===== config.mk =====
export PLATFORM = sky130hd
export DESIGN_NAME = timer_bank_oneshot_periodic
export DESIGN_NICKNAME = d
export VERILOG_FILES = /design/src/sv/tbop_pkg.sv /design/src/sv/tbop_ram.sv /design/src/sv/tbop_ctrl.sv /design/src/sv/timer_bank_oneshot_periodic.sv
export SDC_FILE = /design/constraint.sdc
export NUM_CORES = 1
export LEC_CHECK = 0
export BUFFER_PORTS_ARGS = -buffer_cell sky130_fd_sc_hd__buf_2
export CORE_UTILIZATION = 40
export CTS_BUF_LIST = sky130_fd_sc_hd__clkbuf_4
export CTS_CLUSTER_DIAMETER = 150
export DETAILED_ROUTE_END_ITERATION = 8
export PLACE_DENSITY = 0.65
export SYNTH_ARGS = -nofsm -noshare
export SYNTH_HDL_FRONTEND = slang
export SYNTH_SLANG_ARGS = --single-unit

===== constraint.sdc =====
create_clock -name clk -period 4.84 [get_ports clk]
set_input_delay 0.242 -clock clk [delete_from_list [all_inputs] [get_ports clk]]
set_output_delay 0.242 -clock clk [all_outputs]
set_load 0.03 [all_outputs]

===== src/sv/tbop_pkg.sv =====
// Shared types and constants for the timer bank.
package tbop_pkg;

  localparam int MAX_RESULTS = 8;
  localparam int EV_W        = $clog2(MAX_RESULTS + 1);
  localparam int PADDR_W     = 3;

  localparam logic [2:0] CMD_CREATE = 3'd0;
  localparam logic [2:0] CMD_START  = 3'd1;
  localparam logic [2:0] CMD_STOP   = 3'd2;
  localparam logic [2:0] CMD_DELETE = 3'd3;
  localparam logic [2:0] CMD_TICK   = 3'd4;

  localparam logic KIND_REPLY = 1'b0;
  localparam logic KIND_EVENT = 1'b1;

  localparam logic        REG_TICK_STEP   = 1'b0;
  localparam logic [15:0] TICK_STEP_RESET = 16'd100;

  typedef struct packed {
    logic [2:0]  cmd;
    logic [2:0]  slot;
    logic [31:0] interval;
    logic        periodic;
    logic        notify;
  } cmd_item_t;

  typedef struct packed {
    logic       kind;
    logic [2:0] timer_slot;
    logic       ok;
    logic       last;
  } res_item_t;

  typedef struct packed {
    logic [31:0] period;
    logic        periodic;
    logic        notify;
  } cfg_entry_t;

endpackage


===== src/sv/tbop_ram.sv =====
// Simple dual-port synchronous RAM with registered read data.
module tbop_ram #(
  parameter int WIDTH = 32,
  parameter int DEPTH = 8,
  parameter int AW    = 3
) (
  input  logic             clk,
  input  logic             we,
  input  logic [AW-1:0]    waddr,
  input  logic [WIDTH-1:0] wdata,
  input  logic             re,
  input  logic [AW-1:0]    raddr,
  output logic [WIDTH-1:0] rdata
);

  logic [WIDTH-1:0] mem [DEPTH];

  always_ff @(posedge clk) begin
    if (we) begin
      mem[waddr] <= wdata;
    end
    if (re) begin
      rdata <= mem[raddr];
    end
  end

endmodule


===== src/sv/tbop_ctrl.sv =====
// Command sequencer: slot allocation, memory read-modify-write and result output.
module tbop_ctrl #(
  parameter int NUM_TIMERS = 8,
  parameter int IDX_W      = (NUM_TIMERS > 1) ? $clog2(NUM_TIMERS) : 1
) (
  input  logic                   clk,
  input  logic                   rst,
  input  logic                   cmd_valid,
  output logic                   cmd_stall,
  input  tbop_pkg::cmd_item_t    cmd_data,
  output logic                   res_valid,
  input  logic                   res_stall,
  output tbop_pkg::res_item_t    res_data,
  input  logic [15:0]            tick_step,
  output logic                   cfg_we,
  output logic [IDX_W-1:0]       cfg_waddr,
  output tbop_pkg::cfg_entry_t   cfg_wdata,
  output logic                   cfg_re,
  output logic [IDX_W-1:0]       cfg_raddr,
  input  tbop_pkg::cfg_entry_t   cfg_rdata,
  output logic                   rem_we,
  output logic [IDX_W-1:0]       rem_waddr,
  output logic [31:0]            rem_wdata,
  output logic                   rem_re,
  output logic [IDX_W-1:0]       rem_raddr,
  input  logic [31:0]            rem_rdata
);
  import tbop_pkg::*;

  localparam int SW = (IDX_W > 3) ? IDX_W + 1 : 4;

  typedef enum logic [2:0] {S_IDLE, S_EXEC, S_START, S_WALK, S_FLUSH} state_t;

  state_t                  state;
  cmd_item_t               cmd_q;
  logic [NUM_TIMERS-1:0]   used;
  logic [IDX_W-1:0]        idx;
  logic [EV_W-1:0]         n_ev;
  logic                    pend_valid;
  logic [2:0]              pend_slot;

  logic [SW-1:0]           slot_wide;
  logic [IDX_W-1:0]        slot_ix;
  logic                    slot_ok;
  logic [IDX_W-1:0]        free_ix;
  logic                    free_found;
  logic                    out_free;
  logic                    active;
  logic                    expire;
  logic                    want_ev;
  logic                    walk_hold;
  logic                    last_slot;
  logic                    res_load;

  assign cmd_stall = (state != S_IDLE);
  assign out_free  = !res_valid || !res_stall;

  assign slot_wide = SW'(cmd_q.slot);
  assign slot_ix   = slot_wide[IDX_W-1:0];
  assign slot_ok   = (slot_wide < SW'(NUM_TIMERS)) && used[slot_ix];

  always_comb begin
    free_ix    = '0;
    free_found = 1'b0;
    for (int i = NUM_TIMERS - 1; i >= 0; i--) begin
      if (!used[i]) begin
        free_ix    = IDX_W'(i);
        free_found = 1'b1;
      end
    end
  end

  assign active    = used[idx] && (rem_rdata != 32'd0);
  assign expire    = active && (rem_rdata <= {16'd0, tick_step});
  assign want_ev   = expire && cfg_rdata.notify && (n_ev < EV_W'(MAX_RESULTS));
  assign walk_hold = want_ev && pend_valid && !out_free;
  assign last_slot = (idx == IDX_W'(NUM_TIMERS - 1));

  assign res_load = ((state == S_EXEC) && (cmd_q.cmd == CMD_CREATE) && out_free) ||
                    ((state == S_WALK) && !walk_hold && want_ev && pend_valid) ||
                    ((state == S_FLUSH) && pend_valid && out_free);

  always_comb begin
    cfg_we    = 1'b0;
    cfg_waddr = '0;
    cfg_wdata = '{period: cmd_q.interval, periodic: cmd_q.periodic, notify: cmd_q.notify};
    cfg_re    = 1'b0;
    cfg_raddr = '0;
    rem_we    = 1'b0;
    rem_waddr = '0;
    rem_wdata = cmd_q.interval;
    rem_re    = 1'b0;
    rem_raddr = '0;
    case (state)
      S_EXEC: begin
        case (cmd_q.cmd)
          CMD_CREATE: begin
            if (out_free && free_found) begin
              cfg_we    = 1'b1;
              cfg_waddr = free_ix;
              rem_we    = 1'b1;
              rem_waddr = free_ix;
            end
          end
          CMD_START: begin
            if (slot_ok) begin
              cfg_re    = 1'b1;
              cfg_raddr = slot_ix;
            end
          end
          CMD_STOP: begin
            if (slot_ok) begin
              rem_we    = 1'b1;
              rem_waddr = slot_ix;
              rem_wdata = 32'd0;
            end
          end
          CMD_TICK: begin
            cfg_re = 1'b1;
            rem_re = 1'b1;
          end
          default: ;
        endcase
      end
      S_START: begin
        rem_we    = 1'b1;
        rem_waddr = slot_ix;
        rem_wdata = cfg_rdata.period;
      end
      S_WALK: begin
        if (!walk_hold) begin
          rem_waddr = idx;
          if (expire) begin
            rem_wdata = cfg_rdata.periodic ? cfg_rdata.period : 32'd0;
          end else begin
            rem_wdata = rem_rdata - {16'd0, tick_step};
          end
          rem_we = active;
          if (!last_slot) begin
            cfg_re    = 1'b1;
            rem_re    = 1'b1;
            cfg_raddr = idx + 1'b1;
            rem_raddr = idx + 1'b1;
          end
        end
      end
      default: ;
    endcase
  end

  always_ff @(posedge clk) begin
    if (rst) begin
      state      <= S_IDLE;
      used       <= '0;
      res_valid  <= 1'b0;
      pend_valid <= 1'b0;
    end else begin
      if (res_load) begin
        res_valid <= 1'b1;
      end else if (res_valid && !res_stall) begin
        res_valid <= 1'b0;
      end
      case (state)
        S_IDLE: begin
          if (cmd_valid) begin
            cmd_q <= cmd_data;
            state <= S_EXEC;
          end
        end
        S_EXEC: begin
          case (cmd_q.cmd)
            CMD_CREATE: begin
              if (out_free) begin
                res_data  <= '{kind: KIND_REPLY,
                               timer_slot: free_found ? 3'(free_ix) : 3'd0,
                               ok: free_found, last: 1'b1};
                if (free_found) begin
                  used[free_ix] <= 1'b1;
                end
                state <= S_IDLE;
              end
            end
            CMD_START: begin
              state <= slot_ok ? S_START : S_IDLE;
            end
            CMD_DELETE: begin
              if (slot_ok) begin
                used[slot_ix] <= 1'b0;
              end
              state <= S_IDLE;
            end
            CMD_TICK: begin
              idx   <= '0;
              n_ev  <= '0;
              state <= S_WALK;
            end
            default: begin
              state <= S_IDLE;
            end
          endcase
        end
        S_START: begin
          state <= S_IDLE;
        end
        S_WALK: begin
          if (!walk_hold) begin
            if (want_ev) begin
              if (pend_valid) begin
                res_data  <= '{kind: KIND_EVENT, timer_slot: pend_slot, ok: 1'b1, last: 1'b0};
              end
              pend_valid <= 1'b1;
              pend_slot  <= 3'(idx);
              n_ev       <= EV_W'(n_ev + 1'b1);
            end
            if (last_slot) begin
              state <= S_FLUSH;
            end else begin
              idx <= idx + 1'b1;
            end
          end
        end
        S_FLUSH: begin
          if (!pend_valid) begin
            state <= S_IDLE;
          end else if (out_free) begin
            res_data   <= '{kind: KIND_EVENT, timer_slot: pend_slot, ok: 1'b1, last: 1'b1};
            pend_valid <= 1'b0;
            state      <= S_IDLE;
          end
        end
        default: begin
          state <= S_IDLE;
        end
      endcase
    end
  end

endmodule


===== src/sv/timer_bank_oneshot_periodic.sv =====
// Top level of the timer bank: register port, slot memories and sequencer.
//
//   channel  dir  handshake            payload
//   cmd      in   cmd_valid/cmd_stall  cmd_data   (tbop_pkg::cmd_item_t)
//   res      out  res_valid/res_stall  res_data   (tbop_pkg::res_item_t)
//   apb      in   psel/penable/pready  paddr, pwdata, prdata
//
// One command at a time. Start reads the period in S_EXEC, then writes the remaining count in S_START.
// A tick walks the slot memories one slot per cycle whenever the walk is not held.
// A stalled result holds the walk only when a second event is waiting.
// Synchronous reset frees every slot; no memory clearing pass is needed.
module timer_bank_oneshot_periodic #(
  parameter int NUM_TIMERS = 8
) (
  input  logic                            clk,
  input  logic                            rst,
  input  logic                            cmd_valid,
  output logic                            cmd_stall,
  input  tbop_pkg::cmd_item_t             cmd_data,
  output logic                            res_valid,
  input  logic                            res_stall,
  output tbop_pkg::res_item_t             res_data,
  input  logic                            psel,
  input  logic                            penable,
  input  logic                            pwrite,
  input  logic [tbop_pkg::PADDR_W-1:0]    paddr,
  input  logic [31:0]                     pwdata,
  output logic [31:0]                     prdata,
  output logic                            pready
);
  import tbop_pkg::*;

  localparam int IDX_W = (NUM_TIMERS > 1) ? $clog2(NUM_TIMERS) : 1;

  logic [15:0]      tick_step;
  logic             cfg_we;
  logic [IDX_W-1:0] cfg_waddr;
  cfg_entry_t       cfg_wdata;
  logic             cfg_re;
  logic [IDX_W-1:0] cfg_raddr;
  cfg_entry_t       cfg_rdata;
  logic             rem_we;
  logic [IDX_W-1:0] rem_waddr;
  logic [31:0]      rem_wdata;
  logic             rem_re;
  logic [IDX_W-1:0] rem_raddr;
  logic [31:0]      rem_rdata;

  assign pready = 1'b1;
  assign prdata = (paddr[2] == REG_TICK_STEP) ? {16'd0, tick_step} : 32'd0;

  always_ff @(posedge clk) begin
    if (rst) begin
      tick_step <= TICK_STEP_RESET;
    end else if (psel && penable && pwrite && pready && (paddr[2] == REG_TICK_STEP)) begin
      tick_step <= pwdata[15:0];
    end
  end

  tbop_ctrl #(
    .NUM_TIMERS (NUM_TIMERS),
    .IDX_W      (IDX_W)
  ) u_ctrl (
    .clk       (clk),
    .rst       (rst),
    .cmd_valid (cmd_valid),
    .cmd_stall (cmd_stall),
    .cmd_data  (cmd_data),
    .res_valid (res_valid),
    .res_stall (res_stall),
    .res_data  (res_data),
    .tick_step (tick_step),
    .cfg_we    (cfg_we),
    .cfg_waddr (cfg_waddr),
    .cfg_wdata (cfg_wdata),
    .cfg_re    (cfg_re),
    .cfg_raddr (cfg_raddr),
    .cfg_rdata (cfg_rdata),
    .rem_we    (rem_we),
    .rem_waddr (rem_waddr),
    .rem_wdata (rem_wdata),
    .rem_re    (rem_re),
    .rem_raddr (rem_raddr),
    .rem_rdata (rem_rdata)
  );

  tbop_ram #(
    .WIDTH ($bits(cfg_entry_t)),
    .DEPTH (NUM_TIMERS),
    .AW    (IDX_W)
  ) u_cfg_ram (
    .clk   (clk),
    .we    (cfg_we),
    .waddr (cfg_waddr),
    .wdata (cfg_wdata),
    .re    (cfg_re),
    .raddr (cfg_raddr),
    .rdata (cfg_rdata)
  );

  tbop_ram #(
    .WIDTH (32),
    .DEPTH (NUM_TIMERS),
    .AW    (IDX_W)
  ) u_rem_ram (
    .clk   (clk),
    .we    (rem_we),
    .waddr (rem_waddr),
    .wdata (rem_wdata),
    .re    (rem_re),
    .raddr (rem_raddr),
    .rdata (rem_rdata)
  );

endmodule


==> impl_metrics.json, run 1 <==
{
  "run_status": "completed",
  "setup.worst_path.class": "flip-flop to flip-flop",
  "chipHeight_um": 268.9,
  "routed_wire_length_per_instance_um": 20.92,
  "number_of_nets_with_antenna_violations_after_routing": 0,
  "die_area_mm2": 0.07230,
  "syn-instance-count": 2029,
  "worst-r2r-cell-count": 11,
  "core_area_mm2": 0.07027,
  "final.setup_skew_ps": 65.48,
  "synth_edf_count": 650,
  "layout.cells.non_filler": 3410,
  "grt_pass1_vias": 18890,
  "cp_num_buf_inv": 2,
  "fmax_mhz": 240.9,
  "final.setup.tns_ps": 0,
  "netlist_area_mm2": 0.02849,
  "worst_setup_path_start_kind": "flip-flop",
  "hold_path_depth": 4,
  "cts-root-to-sink-buffers": 3,
  "clock_insertion_delay_worst_skew_ps": 1020,
  "antenna_found_initial": 2,
  "timing_max_transition_violations_final": 0,
  "half_perimeter_wire_length_of_the_detailed_placement_result_um": 40920,
  "postSynthRegisterBits": 679,
  "synth-seq-area-share_pct": 70.55,
  "regToRegStartpoint": "tick_step[13]",
  "power-per-cell-area_mw_per_mm2": 342.0,
  "die_width_um": 268.9,
  "grt_pass1_wl_um": 108100,
  "cpPeakStageDelay_ps": 620,
  "grt_ovf": 0,
  "post_route_cells_drive_above_1_share_pct": 18.19,
  "detail_route.first_pass.iterations": 5,
  "report.final.setup_viol": 0,
  "clock_sink_count": 679,
  "post-route-drc-count": 0,
  "crit_path_cell_trace": "inv_1 -> ha_1 -> nand4_4 -> or4_4 -> o2111ai_2 -> and4_1 -> a21boi_0 -> o21bai_2 -> buf_12 -> a22oi_1 -> o21ai_0",
  "hold_path.startpoint": "cmd_valid",
  "ir_worst_vdd_mv": 0.2728,
  "clock_tree_from_tritoncts": "done",
  "min_period_over_period_pct": 85.75,
  "h-tree-depth": 4,
  "finalWorstSetupSlack_ps": 689.5,
  "row_count": 97,
  "worst_path_dominant_cell_family": "compound AO/OA/AOI/OAI gates",
  "rrSetupSlack_ps": 690,
  "cp_data_required_time_ps": 5490,
  "grt_start_max_net_pins": 75,
  "dp.cells": 2979,
  "synth_warnings": 0,
  "layout_min_cycle_time_ps": 4151,
  "worst_hold_path.endpoint": "u_ctrl.state[0]",
  "leakage_nw": 11.82,
  "routed_wire_length_um": 71340,
  "slowest_stage": "o21bai_2",
  "detail_route.iter0.violations": 1607,
  "final_net_count": 2456,
  "critical_path.endpoint_type": "flip-flop",
  "post_synth.cell_area_avg_um2": 14.04,
  "cts-root-buf": "clkbuf_4",
  "ys.flop_type": "edfxtp_1",
  "asyncSetResetFlopFracSynth_pct": 0,
  "hold_path.class": "input port to flip-flop",
  "path_max_fanout": 24,
  "io_buffers": 87,
  "initial_core_util_pct": 40.54,
  "drv_cap": 0,
  "vias": 18860,
  "clk_pin_slew_ps": 70,
  "worst_r2r_endpoint": "u_rem_ram.mem[4][23]",
  "area_delta_synth_final_pct": 18.56,
  "slew-limit-headroom_pct": 25.27,
  "rsz0062_at_grt": "no",
  "grt.total_usage_pct": 19.95,
  "design_power_total_mw": 11.55,
  "worst_slew_pin_slew_ps": 1117,
  "hold_viol_final": 0,
  "ys_types": 70,
  "top_level_ports": 123,
  "pre_cts_ws_ps": 853.6,
  "cts_buffers": 166,
  "worst-endpoint-arrival_ps": 4800,
  "vias_per_cell": 5.532,
  "final_gp_congestion": 0.8709
}
[synthesized netlist by cell type (12+ instances only)]
cell	instances	area [µm²]
a21oi_1	179	895.9
nand2_1	221	829.6
a211oi_1	65	488.0
xnor2_1	18	157.7
nor2_1	71	266.5
a31oi_1	38	237.7
nor3_1	14	70.07
nand3_1	48	240.2
clkbuf_1	52	195.2
buf_2	63	315.3
o21ai_0	46	230.2
buf_4	21	157.7
ha_1	19	237.7
o21a_1	36	270.3
dfxtp_1	29	580.6
a32o_1	32	320.3
mux2i_1	103	1031
nor2b_1	12	75.07
edfxtp_1	650	19520
inv_1	32	120.1
o221ai_1	33	289.0
o211ai_1	35	262.8
o22ai_1	32	200.2
a22oi_1	20	150.1
[metal layers]
metal	up-vias	global-route usage (%)	wire, µm
met5	-	0	0
met4	0	7.571	1607
met3	142	4.420	4950
met2	768	33.47	35450
met1	9310	25.18	29340
li1	8644	-	-
[area by class of cell]
cell class / instances / area [µm²]
sequential: 679 / 20100
inverter: 33 / 123.9
tap: 940 / 1176
multi-input combinational: 1184 / 7746
fill: 5973 / 36490
timing repair buffer: 290 / 2527
antenna: 7 / 17.52
clock inverter: 36 / 279.0
clock buffer: 241 / 1809
[flip-flops by register name, summed over array words and instances, names as in the netlist, 4 cells and up]
name / count
u_cfg_ram.rdata: 34
u_ctrl.cfg_wdata: 34
u_rem_ram.rdata: 32
tick_step: 16
u_cfg_ram.mem: 272
u_rem_ram.mem: 256
u_ctrl.n_ev: 4
u_ctrl.res_data: 6
u_ctrl.used: 8
[layout by cell type, fill, tap and decap left out, types with 20 or more instances in the layout]
cell | synthesis | layout
clkbuf_4 | 0 | 241
nor2_1 | 71 | 60
a21oi_1 | 179 | 179
inv_1 | 32 | 32
o211ai_1 | 35 | 35
a31oi_1 | 38 | 38
clkinv_1 | 0 | 25
dfxtp_1 | 29 | 29
edfxtp_1 | 650 | 650
a211oi_1 | 65 | 65
buf_2 | 63 | 87
o21a_1 | 36 | 36
mux2i_1 | 103 | 103
o21ai_0 | 46 | 44
dlygate4sd3_1 | 0 | 147
o22ai_1 | 32 | 32
nand3_1 | 48 | 48
o221ai_1 | 33 | 33
a22oi_1 | 20 | 20
buf_4 | 21 | 40
nand2_1 | 221 | 219
a32o_1 | 32 | 32
[per-stage QoR]
step | util, % | instance area, µm² | hold WS (ps)
after floorplan | - | 28550 | 340.9
after global placement | 42.98 | 30200 | 418.2
after detailed placement | 42.98 | 30200 | 420.1
after CTS | 48.04 | 33760 | 77.36
after global routing | 48.06 | 33770 | 142.0
final | 48.07 | 33780 | 171.2
[repair_timing]
item	4_1_cts	5_1_grt
hold endpoints to repair	78	0
gates resized for setup	0	0
buffers inserted	0	0
hold buffers	147	0
[worst max-delay path by stage]
stage | end | from | cells past startpoint
final | u_rem_ram.mem[4][23] | tick_step[13] | 11
after global routing | u_cfg_ram.rdata[6] | tick_step[11] | 10
after CTS | u_rem_ram.mem[4][23] | u_rem_ram.rdata[10] | 10
after detailed placement | u_cfg_ram.rdata[0] | u_rem_ram.rdata[11] | 10
after global placement | u_rem_ram.mem[0][27] | u_rem_ram.rdata[10] | 10
after floorplan | u_ctrl.idx[0] | u_rem_ram.rdata[12] | 9
[tightest hold or removal path: stages]
cell and delay [ps]:
dlygate4sd3_1 520, buf_2 100, nand2_1 90, a31oi_1 140
[power breakdown]
group          leakage [nW]  switching (mW)  total, mW  internal [mW]
registers              6.08          0.0455       6.49           6.44
logic                  4.50           0.184      0.323          0.139
clock network          1.24            2.21       4.74           2.53
[cell families (layout without fill, tap and decap cells)]
family,after synthesis,in the layout,share of synthesized area (%)
xor gates and xnor gates,29,29,0.8915
other,2,24,0.02636
DFF,679,679,70.55
buffers and inverters,181,600,3.123
and+or+nand+nor,432,432,6.921
AOI/OAI and AO/OA,575,575,13.57
muxes,111,111,4.014
adders and majority gates,20,20,0.9047
Power figures use the tool's default switching activity.
==> inputs of run 2 (changes only) <==
Settings changed: PLACE_DENSITY 0.65 to 0.63, TNS_END_PERCENT set to 20.
Clock period 4.84 ns to 4.6 ns, I/O delays scaled along.
==> impl_metrics.json, run 2 (synthesis results as in run 1) <==
{
  "power-per-cell-area_mw_per_mm2": 354.9,
  "hold_path.class": "input port to flip-flop",
  "top_level_ports": 123,
  "grt_pass1_vias": 18680,
  "slew-limit-headroom_pct": 29.02,
  "antenna_found_initial": 3,
  "clock_tree_from_tritoncts": "done",
  "setup.worst_path.class": "flip-flop to flip-flop",
  "routed_wire_length_per_instance_um": 20.22,
  "n_fill_cell": 6018,
  "final.setup.tns_ps": 0,
  "post_route_cells_drive_above_1_share_pct": 18.27,
  "mostFrequentLayoutCells": "edfxtp_1 (650), clkbuf_4 (239), nand2_1 (219)",
  "layout_min_cycle_time_ps": 3927,
  "critical_path.endpoint_type": "flip-flop",
  "clock_sink_count": 679,
  "half_perimeter_wire_length_of_the_detailed_placement_result_um": 39810,
  "layout_top_registers": "u_cfg_ram.mem x272, u_rem_ram.mem x256",
  "grt_ovf": 0,
  "registers.top_by_ff_count": "u_cfg_ram.mem",
  "report.final.setup_viol": 0,
  "drv_cap": 0,
  "grt_pass1_wl_um": 104800,
  "initial_core_util_pct": 40.54,
  "cts-root-buf": "clkbuf_4",
  "number_of_nets_with_antenna_violations_after_routing": 0,
  "min_period_over_period_pct": 85.38,
  "run_status": "completed",
  "timing_max_transition_violations_final": 0,
  "ir_worst_vdd_mv": 0.2049,
  "detail_route.iter0.violations": 1516,
  "final.setup_skew_ps": 48.65,
  "slowest_stage": "ha_1",
  "rsz0062_at_grt": "no",
  "cts_buffers": 163,
  "cpPeakStageDelay_ps": 480,
  "fmax_mhz": 254.6,
  "crit_path_cell_trace": "ha_1 -> a21oi_1 -> o21ai_0 -> o2111ai_2 -> and4_1 -> nor2_1 -> buf_4 -> a211oi_1 -> or2_2 -> nor2_4 -> buf_12",
  "leakage_nw": 11.86,
  "largest_reg_flops": 272,
  "path_max_fanout": 32,
  "row_count": 97,
  "area_delta_synth_final_pct": 18.86,
  "clk_pin_slew_ps": 70,
  "hold_viol_final": 0,
  "grt_start_max_net_pins": 95,
  "vias": 18790,
  "core_area_mm2": 0.07027,
  "cts.repair.resized": 0,
  "final_net_count": 2454,
  "routed_wire_length_um": 69300,
  "hold-worst-slack_ps": 139.3,
  "chipHeight_um": 268.9,
  "io_buffers": 87,
  "clock_insertion_delay_worst_skew_ps": 1000,
  "h-tree-depth": 4,
  "worst-endpoint-arrival_ps": 4560,
  "layout_commonest_cell": "edfxtp_1",
  "worst_slew_pin_slew_ps": 1054,
  "die_area_mm2": 0.07230,
  "grt.total_usage_pct": 19.28,
  "cp_data_required_time_ps": 5230,
  "worst_setup_path_start_kind": "flip-flop",
  "die_width_um": 268.9,
  "placed_cell_area_mm2": 0.03029,
  "post-route-drc-count": 0,
  "vias_per_cell": 5.484,
  "finish.instance_area_mm2": 0.03386,
  "cts-root-to-sink-buffers": 3,
  "final_gp_congestion": 0.8481,
  "detail_route.first_pass.iterations": 6,
  "finalCoreUtilization_pct": 48.19
}
## run 2: path summary, 6_finish.rpt
check	start	end	slack, ps	cells after the start
max	u_rem_ram.rdata[11]	u_rem_ram.mem[5][22]	670	11
min	cmd_valid	u_ctrl.state[0]	140	4
max reg2reg	u_rem_ram.rdata[11]	u_rem_ram.mem[5][22]	670	11
min reg2reg	u_ctrl.pend_valid	u_ctrl.pend_valid	550	2
## run 2: per-layer routing
layer	track usage, %	up-vias	wire length, µm
li1	-	8677	-
met1	23.64	9278	28730
met2	32.99	696	34520
met3	4.292	143	4212
met4	7.663	0	1839
met5	0	-	0
## run 2: worst max-delay path: cells and delay by family (launching register included)
kind	cells	cell delay (ps)
simple gates	4	1240
compound gates	4	860
buf+inv	2	530
fa+ha+maj	1	480
flops	1	420
## run 2: report_power, final
part           leakage, nW  switching [mW]  internal, mW
Combinational         4.53           0.192         0.150
Clock                 1.25            2.34          2.51
Sequential            6.08          0.0486          6.78
Total                 11.9            2.58          9.43
## run 2: per-stage QoR
step                      cells  power, mW  worst slack, ps
after CTS                  3425      12.14            709.5
after global placement     2979      7.201            818.9
after detailed placement   2979      7.212            738.9
final                      3427      12.02            672.5
after floorplan            2044      7.101            55.63
after global routing       3427      12.47            337.4
## run 2: final cells by class
cell class / instances / area [µm²] / area share, %
Sequential cell: 679 / 20100 / 59.36
Multi-Input combinational cell: 1184 / 7746 / 22.88
Timing Repair Buffer: 291 / 2625 / 7.752
Clock buffer: 239 / 1794 / 5.299
Tap cell: 940 / 1176 / 3.473
Clock inverter: 59 / 292.8 / 0.8646
Inverter: 33 / 123.9 / 0.3658
Antenna cell: 2 / 5.005 / 0.01478
## run 2: timing repair
action,in CTS,in global routing
hold buffers,148,0
hold endpoints to repair,95,0
endpoints found under the setup margin,0,0
setup buffers,0,0
